<file path="config.mk">
export PLATFORM = sky130hd
export DESIGN_NAME = scan_point_decimating_packetizer_top
export DESIGN_NICKNAME = d
export VERILOG_FILES = /design/src/design/spdp_pkg.sv /design/src/design/spdp_div.sv /design/src/design/spdp_hdr.sv /design/src/design/scan_point_decimating_packetizer_top.sv
export SDC_FILE = /design/constraint.sdc
export NUM_CORES = 1
export LEC_CHECK = 0
export ABC_AREA = 1
export BUFFER_PORTS_ARGS = -buffer_cell sky130_fd_sc_hd__buf_2
export CAP_MARGIN = 20
export CORE_AREA = 4 4 182 184
export DETAILED_ROUTE_END_ITERATION = 6
export DIE_AREA = 0 0 186 188
export PLACE_DENSITY = 0.78
export SLEW_MARGIN = 20
export SYNTH_ARGS = -nofsm -noshare
export SYNTH_HDL_FRONTEND = slang
export SYNTH_HIERARCHICAL = 1
export SYNTH_SLANG_ARGS = --single-unit
</file>
<file path="constraint.sdc">
create_clock -name clk -period 14.8 [get_ports clk]
set_input_delay 2.22 -clock clk [delete_from_list [all_inputs] [get_ports clk]]
set_output_delay 2.22 -clock clk [all_outputs]
set_load 0.02 [all_outputs]
</file>
<file path="src/design/spdp_pkg.sv">
package spdp_pkg;

  localparam int unsigned MAX_SAMPLES  = 96;
  localparam int unsigned CHUNK_POINTS = 48;

  localparam int unsigned CNT_W      = 16;  // valid counts
  localparam int unsigned PICK_W     = 7;   // picks and target
  localparam int unsigned DIVIDEND_W = CNT_W + PICK_W;
  localparam int unsigned STEP_W     = 5;   // divider step counter

  localparam logic [PICK_W-1:0] MAX_SAMPLES_C  = PICK_W'(MAX_SAMPLES);
  localparam logic [PICK_W-1:0] CHUNK_POINTS_C = PICK_W'(CHUNK_POINTS);
  localparam logic [STEP_W-1:0] DIV_LAST_STEP  = STEP_W'(DIVIDEND_W - 1);
  localparam logic [CNT_W-1:0]  CNT_SAT        = {CNT_W{1'b1}};

  typedef enum logic [1:0] {
    ST_IDLE,
    ST_MUL,
    ST_DIV,
    ST_SEND
  } state_t;

  // Per point header fields that depend only on the pick index and target
  typedef struct packed {
    logic       chunk_number;
    logic [1:0] chunks_in_frame;
    logic [5:0] points_this_chunk;
    logic [6:0] frame_total;
    logic [5:0] slot_in_chunk;
    logic       chunk_last;
    logic       frame_last;
  } hdr_t;

endpackage

</file>
<file path="src/design/spdp_div.sv">
module spdp_div (
  input  logic                               clk,
  input  logic                               rst_n,
  input  logic                               start,
  input  logic [spdp_pkg::DIVIDEND_W-1:0]    dividend,
  input  logic [spdp_pkg::CNT_W-1:0]         divisor,
  output logic                               done,
  output logic [spdp_pkg::DIVIDEND_W-1:0]    quotient
);
  import spdp_pkg::*;

  // Restoring divider, one quotient bit per cycle, MSB first.
  logic                    busy_r, busy_nxt;
  logic                    done_r, done_nxt;
  logic [STEP_W-1:0]       step_r, step_nxt;
  logic [CNT_W-1:0]        rem_r, rem_nxt;
  logic [CNT_W-1:0]        dsr_r, dsr_nxt;
  logic [DIVIDEND_W-1:0]   q_r, q_nxt;
  logic [CNT_W:0]          rem_sh;
  logic [CNT_W+1:0]        diff;
  logic                    ge;

  always_comb begin
    rem_sh = {rem_r, q_r[DIVIDEND_W-1]};
    diff   = {1'b0, rem_sh} - {2'b00, dsr_r};
    ge     = ~diff[CNT_W+1];

    busy_nxt = busy_r;
    done_nxt = 1'b0;
    step_nxt = step_r;
    rem_nxt  = rem_r;
    dsr_nxt  = dsr_r;
    q_nxt    = q_r;

    if (start) begin
      busy_nxt = 1'b1;
      step_nxt = '0;
      rem_nxt  = '0;
      dsr_nxt  = divisor;
      q_nxt    = dividend;
    end else if (busy_r) begin
      rem_nxt  = ge ? diff[CNT_W-1:0] : rem_sh[CNT_W-1:0];
      q_nxt    = {q_r[DIVIDEND_W-2:0], ge};
      step_nxt = step_r + STEP_W'(1);
      if (step_r == DIV_LAST_STEP) begin
        busy_nxt = 1'b0;
        done_nxt = 1'b1;
      end
    end
  end

  always_ff @(posedge clk) begin
    if (!rst_n) begin
      busy_r <= 1'b0;
      done_r <= 1'b0;
      step_r <= '0;
    end else begin
      busy_r <= busy_nxt;
      done_r <= done_nxt;
      step_r <= step_nxt;
    end
  end

  always_ff @(posedge clk) begin
    rem_r <= rem_nxt;
    dsr_r <= dsr_nxt;
    q_r   <= q_nxt;
  end

  assign done     = done_r;
  assign quotient = q_r;

endmodule

</file>
<file path="src/design/spdp_hdr.sv">
module spdp_hdr (
  input  logic [spdp_pkg::PICK_W-1:0] picked,
  input  logic [spdp_pkg::PICK_W-1:0] target,
  output spdp_pkg::hdr_t              hdr
);
  import spdp_pkg::*;

  logic              chunk;
  logic [PICK_W-1:0] slot;
  logic [PICK_W-1:0] remain;
  logic [PICK_W-1:0] in_chunk;

  always_comb begin
    chunk    = (picked >= CHUNK_POINTS_C);
    slot     = chunk ? picked - CHUNK_POINTS_C : picked;
    remain   = chunk ? target - CHUNK_POINTS_C : target;
    in_chunk = (remain > CHUNK_POINTS_C) ? CHUNK_POINTS_C : remain;

    hdr.chunk_number      = chunk;
    hdr.chunks_in_frame   = (target > CHUNK_POINTS_C) ? 2'd2 : 2'd1;
    hdr.points_this_chunk = in_chunk[5:0];
    hdr.frame_total       = target;
    hdr.slot_in_chunk     = slot[5:0];
    hdr.chunk_last        = (slot + PICK_W'(1) == in_chunk);
    hdr.frame_last        = (picked + PICK_W'(1) == target);
  end

endmodule

</file>
<file path="src/design/scan_point_decimating_packetizer_top.sv">
// A point that is a pick candidate passes the idle, multiply, divide and send states before it
// appears on out_; the serial divider's 23 steps dominate. Points that cannot be picked skip
// the divide state. A new item is taken only once the sequencer is back in idle; in_tready
// is high only while the sequencer is idle.
// Reset (rst_n low, synchronous): link disabled, no scan open, all counts and frame id
// cleared, output empty.
module scan_point_decimating_packetizer_top (
  input  logic        clk,
  input  logic        rst_n,
  // configuration: link_enabled
  input  logic        cfg_valid,
  output logic        cfg_ready,
  input  logic        cfg_data,
  // input items
  input  logic        in_tvalid,
  output logic        in_tready,
  // [15:0] announced_valid, [31:16] point_x, [47:32] point_y, [55:48] point_level
  input  logic [55:0] in_tdata,
  // [0] scan_start, [1] point_valid
  input  logic [1:0]  in_tuser,
  input  logic        in_tlast,   // scan_end
  // result items
  output logic        out_tvalid,
  input  logic        out_tready,
  // [15:0] frame_number, [16] chunk_number, [18:17] chunks_in_frame,
  // [24:19] points_this_chunk, [31:25] frame_total, [37:32] slot_in_chunk,
  // [53:38] out_x, [69:54] out_y, [77:70] out_level, [79:78] zero
  output logic [79:0] out_tdata,
  output logic [0:0]  out_tuser,  // [0] chunk_last
  output logic        out_tlast   // frame_last
);
  import spdp_pkg::*;

  // sequencer and scan state
  state_t              state_r, state_nxt;
  logic                link_r, link_nxt;
  logic                open_r, open_nxt;
  logic [CNT_W-1:0]    latched_r, latched_nxt;
  logic [PICK_W-1:0]   target_r, target_nxt;
  logic [CNT_W-1:0]    seen_r, seen_nxt;
  logic [PICK_W-1:0]   picked_r, picked_nxt;
  logic [15:0]         frame_r, frame_nxt;
  logic                hit_r, hit_nxt;

  // the point being worked on
  logic                pt_end_r, pt_end_nxt;
  logic                pt_valid_r, pt_valid_nxt;
  logic [15:0]         pt_x_r, pt_x_nxt;
  logic [15:0]         pt_y_r, pt_y_nxt;
  logic [7:0]          pt_lvl_r, pt_lvl_nxt;

  // output register
  logic                ov_r, ov_nxt;
  logic [79:0]         od_r, od_nxt;
  logic                ou_r, ou_nxt;
  logic                ol_r, ol_nxt;

  logic                in_acc;
  logic                out_free;
  logic                candidate;
  logic                div_start;
  logic                div_done;
  logic [DIVIDEND_W-1:0] div_q;
  logic [DIVIDEND_W-1:0] product;
  logic [15:0]         frame_new;
  hdr_t                hdr;

  assign cfg_ready = 1'b1;
  assign in_tready = (state_r == ST_IDLE);
  assign in_acc    = in_tvalid & in_tready;
  assign out_free  = ~ov_r | out_tready;

  // multiply feeding the divider: valid index times target
  assign product   = DIVIDEND_W'(seen_r) * DIVIDEND_W'(target_r);
  assign candidate = open_r & pt_valid_r & (picked_r < target_r) & (latched_r != '0);
  assign div_start = (state_r == ST_MUL) & candidate;
  assign frame_new = (picked_r == '0) ? frame_r + 16'd1 : frame_r;

  spdp_div u_div (
    .clk      (clk),
    .rst_n    (rst_n),
    .start    (div_start),
    .dividend (product),
    .divisor  (latched_r),
    .done     (div_done),
    .quotient (div_q)
  );

  spdp_hdr u_hdr (
    .picked (picked_r),
    .target (target_r),
    .hdr    (hdr)
  );

  always_comb begin
    state_nxt    = state_r;
    link_nxt     = link_r;
    open_nxt     = open_r;
    latched_nxt  = latched_r;
    target_nxt   = target_r;
    seen_nxt     = seen_r;
    picked_nxt   = picked_r;
    frame_nxt    = frame_r;
    hit_nxt      = hit_r;
    pt_end_nxt   = pt_end_r;
    pt_valid_nxt = pt_valid_r;
    pt_x_nxt     = pt_x_r;
    pt_y_nxt     = pt_y_r;
    pt_lvl_nxt   = pt_lvl_r;
    ov_nxt       = out_tready ? 1'b0 : ov_r;
    od_nxt       = od_r;
    ou_nxt       = ou_r;
    ol_nxt       = ol_r;

    if (cfg_valid) begin
      link_nxt = cfg_data;
    end

    case (state_r)
      ST_IDLE: begin
        if (in_acc) begin
          pt_end_nxt   = in_tlast;
          pt_valid_nxt = in_tuser[1];
          pt_x_nxt     = in_tdata[31:16];
          pt_y_nxt     = in_tdata[47:32];
          pt_lvl_nxt   = in_tdata[55:48];
          if (in_tuser[0]) begin
            // scan start: latch the announced count and restart the picks
            open_nxt    = link_r;
            latched_nxt = in_tdata[15:0];
            target_nxt  = (in_tdata[15:0] < CNT_W'(MAX_SAMPLES)) ?
                          in_tdata[PICK_W-1:0] : MAX_SAMPLES_C;
            seen_nxt    = '0;
            picked_nxt  = '0;
          end
          state_nxt = ST_MUL;
        end
      end
      ST_MUL: begin
        hit_nxt   = 1'b0;
        state_nxt = candidate ? ST_DIV : ST_SEND;
      end
      ST_DIV: begin
        if (div_done) begin
          hit_nxt   = (div_q == DIVIDEND_W'(picked_r));
          state_nxt = ST_SEND;
        end
      end
      ST_SEND: begin
        // a pick with the link up waits for room in the output register
        if (!(hit_r && link_r && !out_free)) begin
          if (hit_r) begin
            frame_nxt  = frame_new;
            picked_nxt = picked_r + PICK_W'(1);
            if (link_r) begin
              ov_nxt = 1'b1;
              od_nxt = {2'b00, pt_lvl_r, pt_y_r, pt_x_r, hdr.slot_in_chunk,
                        hdr.frame_total, hdr.points_this_chunk, hdr.chunks_in_frame,
                        hdr.chunk_number, frame_new};
              ou_nxt = hdr.chunk_last;
              ol_nxt = hdr.frame_last;
            end
          end
          if (open_r && pt_valid_r && seen_r != CNT_SAT) begin
            seen_nxt = seen_r + CNT_W'(1);
          end
          if (pt_end_r) begin
            open_nxt = 1'b0;
          end
          state_nxt = ST_IDLE;
        end
      end
      default: state_nxt = ST_IDLE;
    endcase
  end

  always_ff @(posedge clk) begin
    if (!rst_n) begin
      state_r   <= ST_IDLE;
      link_r    <= 1'b0;
      open_r    <= 1'b0;
      latched_r <= '0;
      target_r  <= '0;
      seen_r    <= '0;
      picked_r  <= '0;
      frame_r   <= '0;
      hit_r     <= 1'b0;
      ov_r      <= 1'b0;
    end else begin
      state_r   <= state_nxt;
      link_r    <= link_nxt;
      open_r    <= open_nxt;
      latched_r <= latched_nxt;
      target_r  <= target_nxt;
      seen_r    <= seen_nxt;
      picked_r  <= picked_nxt;
      frame_r   <= frame_nxt;
      hit_r     <= hit_nxt;
      ov_r      <= ov_nxt;
    end
  end

  always_ff @(posedge clk) begin
    pt_end_r   <= pt_end_nxt;
    pt_valid_r <= pt_valid_nxt;
    pt_x_r     <= pt_x_nxt;
    pt_y_r     <= pt_y_nxt;
    pt_lvl_r   <= pt_lvl_nxt;
    od_r       <= od_nxt;
    ou_r       <= ou_nxt;
    ol_r       <= ol_nxt;
  end

  assign out_tvalid   = ov_r;
  assign out_tdata    = od_r;
  assign out_tuser[0] = ou_r;
  assign out_tlast    = ol_r;

  // checks
  a_pick_bound: assert property (@(posedge clk) disable iff (!rst_n)
    picked_r <= target_r)
    else $error("picked count beyond target");

  a_div_in_seq: assert property (@(posedge clk) disable iff (!rst_n)
    div_done |-> state_r == ST_DIV)
    else $error("divider finished outside the divide step");

  a_accept_seq: assert property (@(posedge clk) disable iff (!rst_n)
    in_acc |=> state_r == ST_MUL)
    else $error("accepted item did not enter the sequencer");

  a_frame_last_chunk: assert property (@(posedge clk) disable iff (!rst_n)
    out_tvalid && out_tlast |-> out_tuser[0])
    else $error("frame end not on a chunk end");

endmodule
</file>
# Yosys cells after proc, flatten, opt, wreduce, memory -nomap -nowiden

Index checks and enable logic that the tools add are counted.
Widths: inputs -> output; s select.

Flip-flop bits (word level): 252
Input port bits: 65
Output and inout port bits: 85
Word-level logic and storage cells: 126

Add/subtract/negate cells: 8
$mul: 1
Magnitude comparators: 5
Equality and inequality tests: 15
Mux-type cells: 40
Bitwise operators: 11
Reduce and logical (&&, ||, !) cells: 22

Operator list:

| operator              | count |
|---|---|
| $mux 16               | 6 |
| $mux 7                | 8 |
| $mux 23               | 2 |
| $add 16x1->16 const B | 2 |
| $pmux 16 s2           | 1 |
| $eq 23x7->1           | 1 |
| $mul 16x7->23         | 1 |
| $sub 17x16->18        | 1 |
| $lt 16x7->1 const B   | 1 |
| $ne 16x16->1 const B  | 1 |
| $reduce_bool 16->1    | 1 |
| $mux 1                | 15 |
| $reduce_and 5->1      | 3 |
| $add 7x1->7 const B   | 2 |
| $eq 7x7->1            | 2 |
| $gt 7x6->1 const B    | 2 |
| $pmux 7 s2            | 1 |
| $sub 7x6->7 const B   | 2 |
| $reduce_and 3->1      | 3 |
| $mux 2                | 4 |
| $ne 2x2->1 const B    | 4 |
| $pmux 2 s4            | 1 |
| $ge 7x6->1 const B    | 1 |
| $logic_not 7->1       | 1 |
| 18 further kinds      | 36 |

# Logic depth before layout (Yosys ltp)

Depth in word-level cells: 6
Gate-level depth with buffers: 23

# By module

The synthesis kept the hierarchy.

Modules (own cells, without submodules):

| module                               | times used | cells each | area each (µm²) |
|---|---|---|---|
| scan_point_decimating_packetizer_top | 1          | 1358       | 11853.9 |
| spdp_div                             | 1          | 469        | 3608.5 |
| spdp_hdr                             | 1          | 144        | 789.5 |

# Worst setup path before layout

OpenSTA, ideal clock, no wires.

Path kind: in2reg
Start: in out_tready
End: reg od_r[0], in the netlist out_tdata[0], enable pin
Arrival: 5738 ps
Slack: 8542 ps
Stages on the path: 4
Path buffers: 0
Cell sequence: inv_1 nand2_1 nor2_1 nor2_1

Longest elaborated chain between the ends: 5

RTL lines:

| item                       | line                                        | RTL |
|---|---|---|
| from (decl)                | scan_point_decimating_packetizer_top.sv:24  | `input logic out_tready,` |
| $or 1x1->1                 | scan_point_decimating_packetizer_top.sv:71  | `assign out_free = ~ov_r \| out_tready;` |
| $logic_not 1->1            | scan_point_decimating_packetizer_top.sv:151 | `if (!(hit_r && link_r && !out_free)) begin` |
| $logic_and 1x1->1          | scan_point_decimating_packetizer_top.sv:151 |  |
| $not 1->1 (no line)        | -                                           |  |
| $reduce_and 4->1 (no line) | -                                           |  |
| to (signal assigned)       | scan_point_decimating_packetizer_top.sv:209 | `od_r <= od_nxt;` |
| to (decl)                  | scan_point_decimating_packetizer_top.sv:54  | `logic [79:0] od_r, od_nxt;` |

Every way passes these cells.
A chain may end at the register's enable or synchronous reset.

# Final worst setup path

Start: reg target_r[4]
End: reg u_div.q_r[20], in the netlist u_div/quotient[20] (data pin)

Elaborated cells on any way between the ends: 6
Those cells by class: mul (1); order compare (1); mux (1); bitwise (3)

RTL lines:

| item                      | line                                        | RTL |
|---|---|---|
| from (decl)               | scan_point_decimating_packetizer_top.sv:39  | `logic [PICK_W-1:0] target_r, target_nxt;` |
| from (signal assigned)    | scan_point_decimating_packetizer_top.sv:194 | `target_r <= target_nxt;` |
| $mul 16x7->23             | scan_point_decimating_packetizer_top.sv:74  | `assign product = DIVIDEND_W'(seen_r) * DIVIDEND_W'(target_r);` |
| named net product[20]     | scan_point_decimating_packetizer_top.sv:64  | `logic [DIVIDEND_W-1:0] product;` |
| $mux 23                   | spdp_div.sv:35                              | `if (start) begin` |
| named net u_div.q_nxt[20] | spdp_div.sv:18                              | `logic [DIVIDEND_W-1:0] q_r, q_nxt;` |
| to (signal assigned)      | spdp_div.sv:67                              | `q_r <= q_nxt;` |
| to (decl)                 | spdp_div.sv:18                              |  |

The timed path passes the listed nets, and every way through them passes these cells.

==> impl_metrics.json <==
{
  "status": "finished clean",
  "core_um2": 31390,
  "hold_ws_ns": 0.4155,
  "clockBufferDepth": 3,
  "vias": 13087,
  "ant_nets": 0,
  "period_needed_ns": 5.193,
  "grt.overflow.total": 0,
  "synth_cells": 1971,
  "syn_to_final_growth_pct": 10.39,
  "hpwl_um": 27950,
  "place.gp.congestion": 0.9506,
  "die_w_um": 186,
  "skew_ns": 0.009356,
  "crit_arrival_ns": 5.48,
  "layout_common_cells": "573 x nand2_1, 357 x inv_1, 161 x edfxtp_1",
  "drt_iter0_drc": 1157,
  "numCtsBuffers": 26,
  "crit_required_ns": 15.08,
  "track_usage_pct": 21.16,
  "final_cell_area_um2": 17940,
  "dieHeight_um": 188,
  "synth_area_um2": 16250,
  "start_kind": "flip-flop",
  "finalNonFillerCells": 2495,
  "crit_path_max_fanout": 24,
  "cap_viol_max_count": 0,
  "fmax_ghz": 0.1926,
  "hold_viol_final": 0,
  "fin_tns_setup_ns": 0,
  "ys_seq_elements": 252,
  "grt_pass1_vias": 12586,
  "yosys_warnings": 6,
  "drc": 0,
  "yosysSeqAreaShare_pct": 40.96,
  "critPathLaunch": "target_r[4]",
  "synth_largest_area_cell": "edfxtp_1",
  "grt_max_degree": 61,
  "r2r_cells": 18,
  "endpoint": "u_div/quotient[20]",
  "drive_gt1_share_pct": 12.33,
  "power_leakage_nw": 8.848,
  "tightest_slew_ns": 1.028,
  "maxSlewHeadroom_pct": 31.06,
  "rsz0062_at_grt": "false",
  "layout_commonest_cell": "nand2_1",
  "postCtsHoldBufs": 0,
  "yosysUniqueCellTypes": 54,
  "wire_per_inst_um": 15.09,
  "synthDominantCellAreaShare_pct": 29.75,
  "cts_tree": "done",
  "antenna_cells": 0,
  "final_nets": 2289,
  "path_class": "reg2reg",
  "syn_avg_cell_area_um2": 8.245,
  "dr.pass1.iters": 6,
  "hp-class": "reg2reg",
  "reg2reg_from": "target_r[4]",
  "clock_sink_count": 252,
  "async_reset_ff_share_pct": 0,
  "place_area_um2": 17080,
  "num_rows": 65,
  "cts.repair.resized": 0,
  "p_per_area_nw_per_um2": 94.60,
  "antenna_found_initial": 0,
  "htreeDepth": 1,
  "path_clk_slew_ns": 0.06,
  "port_buffers": 146,
  "placed_cells": 2449,
  "start_util_pct": 51.77,
  "cts_root_buf": "clkbuf_16",
  "die-area_um2": 34970,
  "worst_setup_path_end_kind": "flip-flop",
  "reg2reg_slack_ns": 9.61,
  "synth_edf_count": 161,
  "r2r-end": "u_div/quotient[20]",
  "ys.flop_type": "edfxtp_1",
  "num_io_pins": 150,
  "route.final.wire_length_um": 37640,
  "setup_viol": 0,
  "cts_setup_buffers": 0,
  "clk-insertion-delay-late_ns": 0.53,
  "grt_pass1_wl_um": 61500,
  "synthTopCellsByArea": "edfxtp_1 30%, nand2_1 13%, dfxtp_1 11%, fa_1 8.6%, inv_1 8.3%",
  "min_period_over_period_pct": 35.09,
  "routed_via_density": 5.245,
  "maxSlewViolCount": 0,
  "ir_drop_mv": 0.07553
}
==> per-layer routing <==
layer | vias to the layer above | global-route usage [%] | wire length, um
met1 | 6090 | 27.36 | 15240
met4 | 0 | 7.091 | 1166
met3 | 91 | 2.367 | 2549
met5 | - | 0 | 0
li1 | 6384 | - | -
met2 | 522 | 36.83 | 18690
==> sequential cells by signal, summed over array words and instances, names as in the netlist, 2 cells and up <==
signal	cells
seen_r	16
out_tdata	78
u_div/quotient	23
u_div/dsr_r	16
pt_lvl_r	8
pt_x_r	16
picked_r	7
target_r	7
u_div/step_r	5
state_r	2
u_div/rem_r	16
pt_y_r	16
latched_r	16
frame_r	16
==> power breakdown <==
part	leakage [nW]	internal [mW]	switching, mW
registers	2.18	0.806	0.0311
clock network	0.409	0.368	0.264
logic	6.26	0.0743	0.154
==> through the flow <==
stage / power (mW) / util, % / setup slack [ns]
floorplan: 1.017 / - / 8.542
global placement: 1.063 / 54.40 / 9.811
detailed placement: 1.076 / 54.40 / 9.700
CTS: 1.705 / 57.05 / 9.672
global route: 1.771 / 57.15 / 9.215
finish: 1.697 / 57.15 / 9.607
==> critical path, cell delays in order (launching register included) <==
cell     delay [ns]
dfxtp_1        0.95
nand2_1        0.11
inv_1          0.10
fa_1           0.45
fa_1           0.53
fa_1           0.57
inv_1          0.07
fa_1           0.53
inv_1          0.04
ha_1           0.35
nand2_1        0.13
nor2_1         0.24
nand4_1        0.11
o21ai_0        0.35
nand2_1        0.13
nand3_1        0.10
nand2_1        0.06
nand2_1        0.06
nand2_1        0.05
==> cell type report <==
cell class                      count  area, um^2
Timing Repair Buffer              152       795.8
Fill cell                        2731       13450
Clock buffer                       38       789.5
Sequential cell                   252        6656
Tap cell                          402       503.0
Multi-Input combinational cell   1276        7767
Inverter                          368        1385
Clock inverter                      7       42.54
==> Yosys cell counts, types with 3 or more instances <==
library cell and number:
a21oi_1 83, a21oi_2 10, a21oi_4 3, a31oi_1 3, and2_1 4, buf_1 5, buf_2 12, buf_4 25
buf_6 5, clkbuf_1 25, dfxtp_1 91, edfxtp_1 161, fa_1 70, ha_1 78, inv_1 358, inv_2 7
nand2_1 573, nand2_2 13, nand2_4 8, nand3_1 106, nand3_2 8, nand3b_1 9, nand4_1 32, nor2_1 118
nor2_4 4, nor3_1 19, nor3_2 3, o211ai_1 5, o21a_1 6, o21ai_0 38, o21ai_1 7, xnor2_1 17
xor2_1 35
==> how the worst min path moves through the flow <==
stage	startpoint	end	slack (ns)	cells past startpoint
5_1_grt	pt_y_r[0]	out_tdata[54]	0.42	0
4_1_cts	pt_y_r[3]	out_tdata[57]	0.42	0
2_1_floorplan	pt_x_r[0]	out_tdata[38]	0.40	0
3_5_place_dp	pt_y_r[0]	out_tdata[54]	0.40	0
3_3_place_gp	pt_x_r[10]	out_tdata[48]	0.40	0
6_report	pt_y_r[9]	out_tdata[63]	0.42	0
==> cells by family (layout without fill, tap and decap cells) <==
| logic type | count (synthesis) | count (layout) | synth area share (%) |
|---|---|---|---|
| compound gates | 166 | 166 | 5.936 |
| xor+xnor | 52 | 52 | 2.802 |
| fa+ha+maj | 148 | 148 | 14.63 |
| buf+inv | 444 | 565 | 11.38 |
| flops | 252 | 252 | 40.96 |
| other cells | 2 | 3 | 0.04621 |
| simple gates | 907 | 907 | 24.25 |
(Power assumes the default switching activity.)
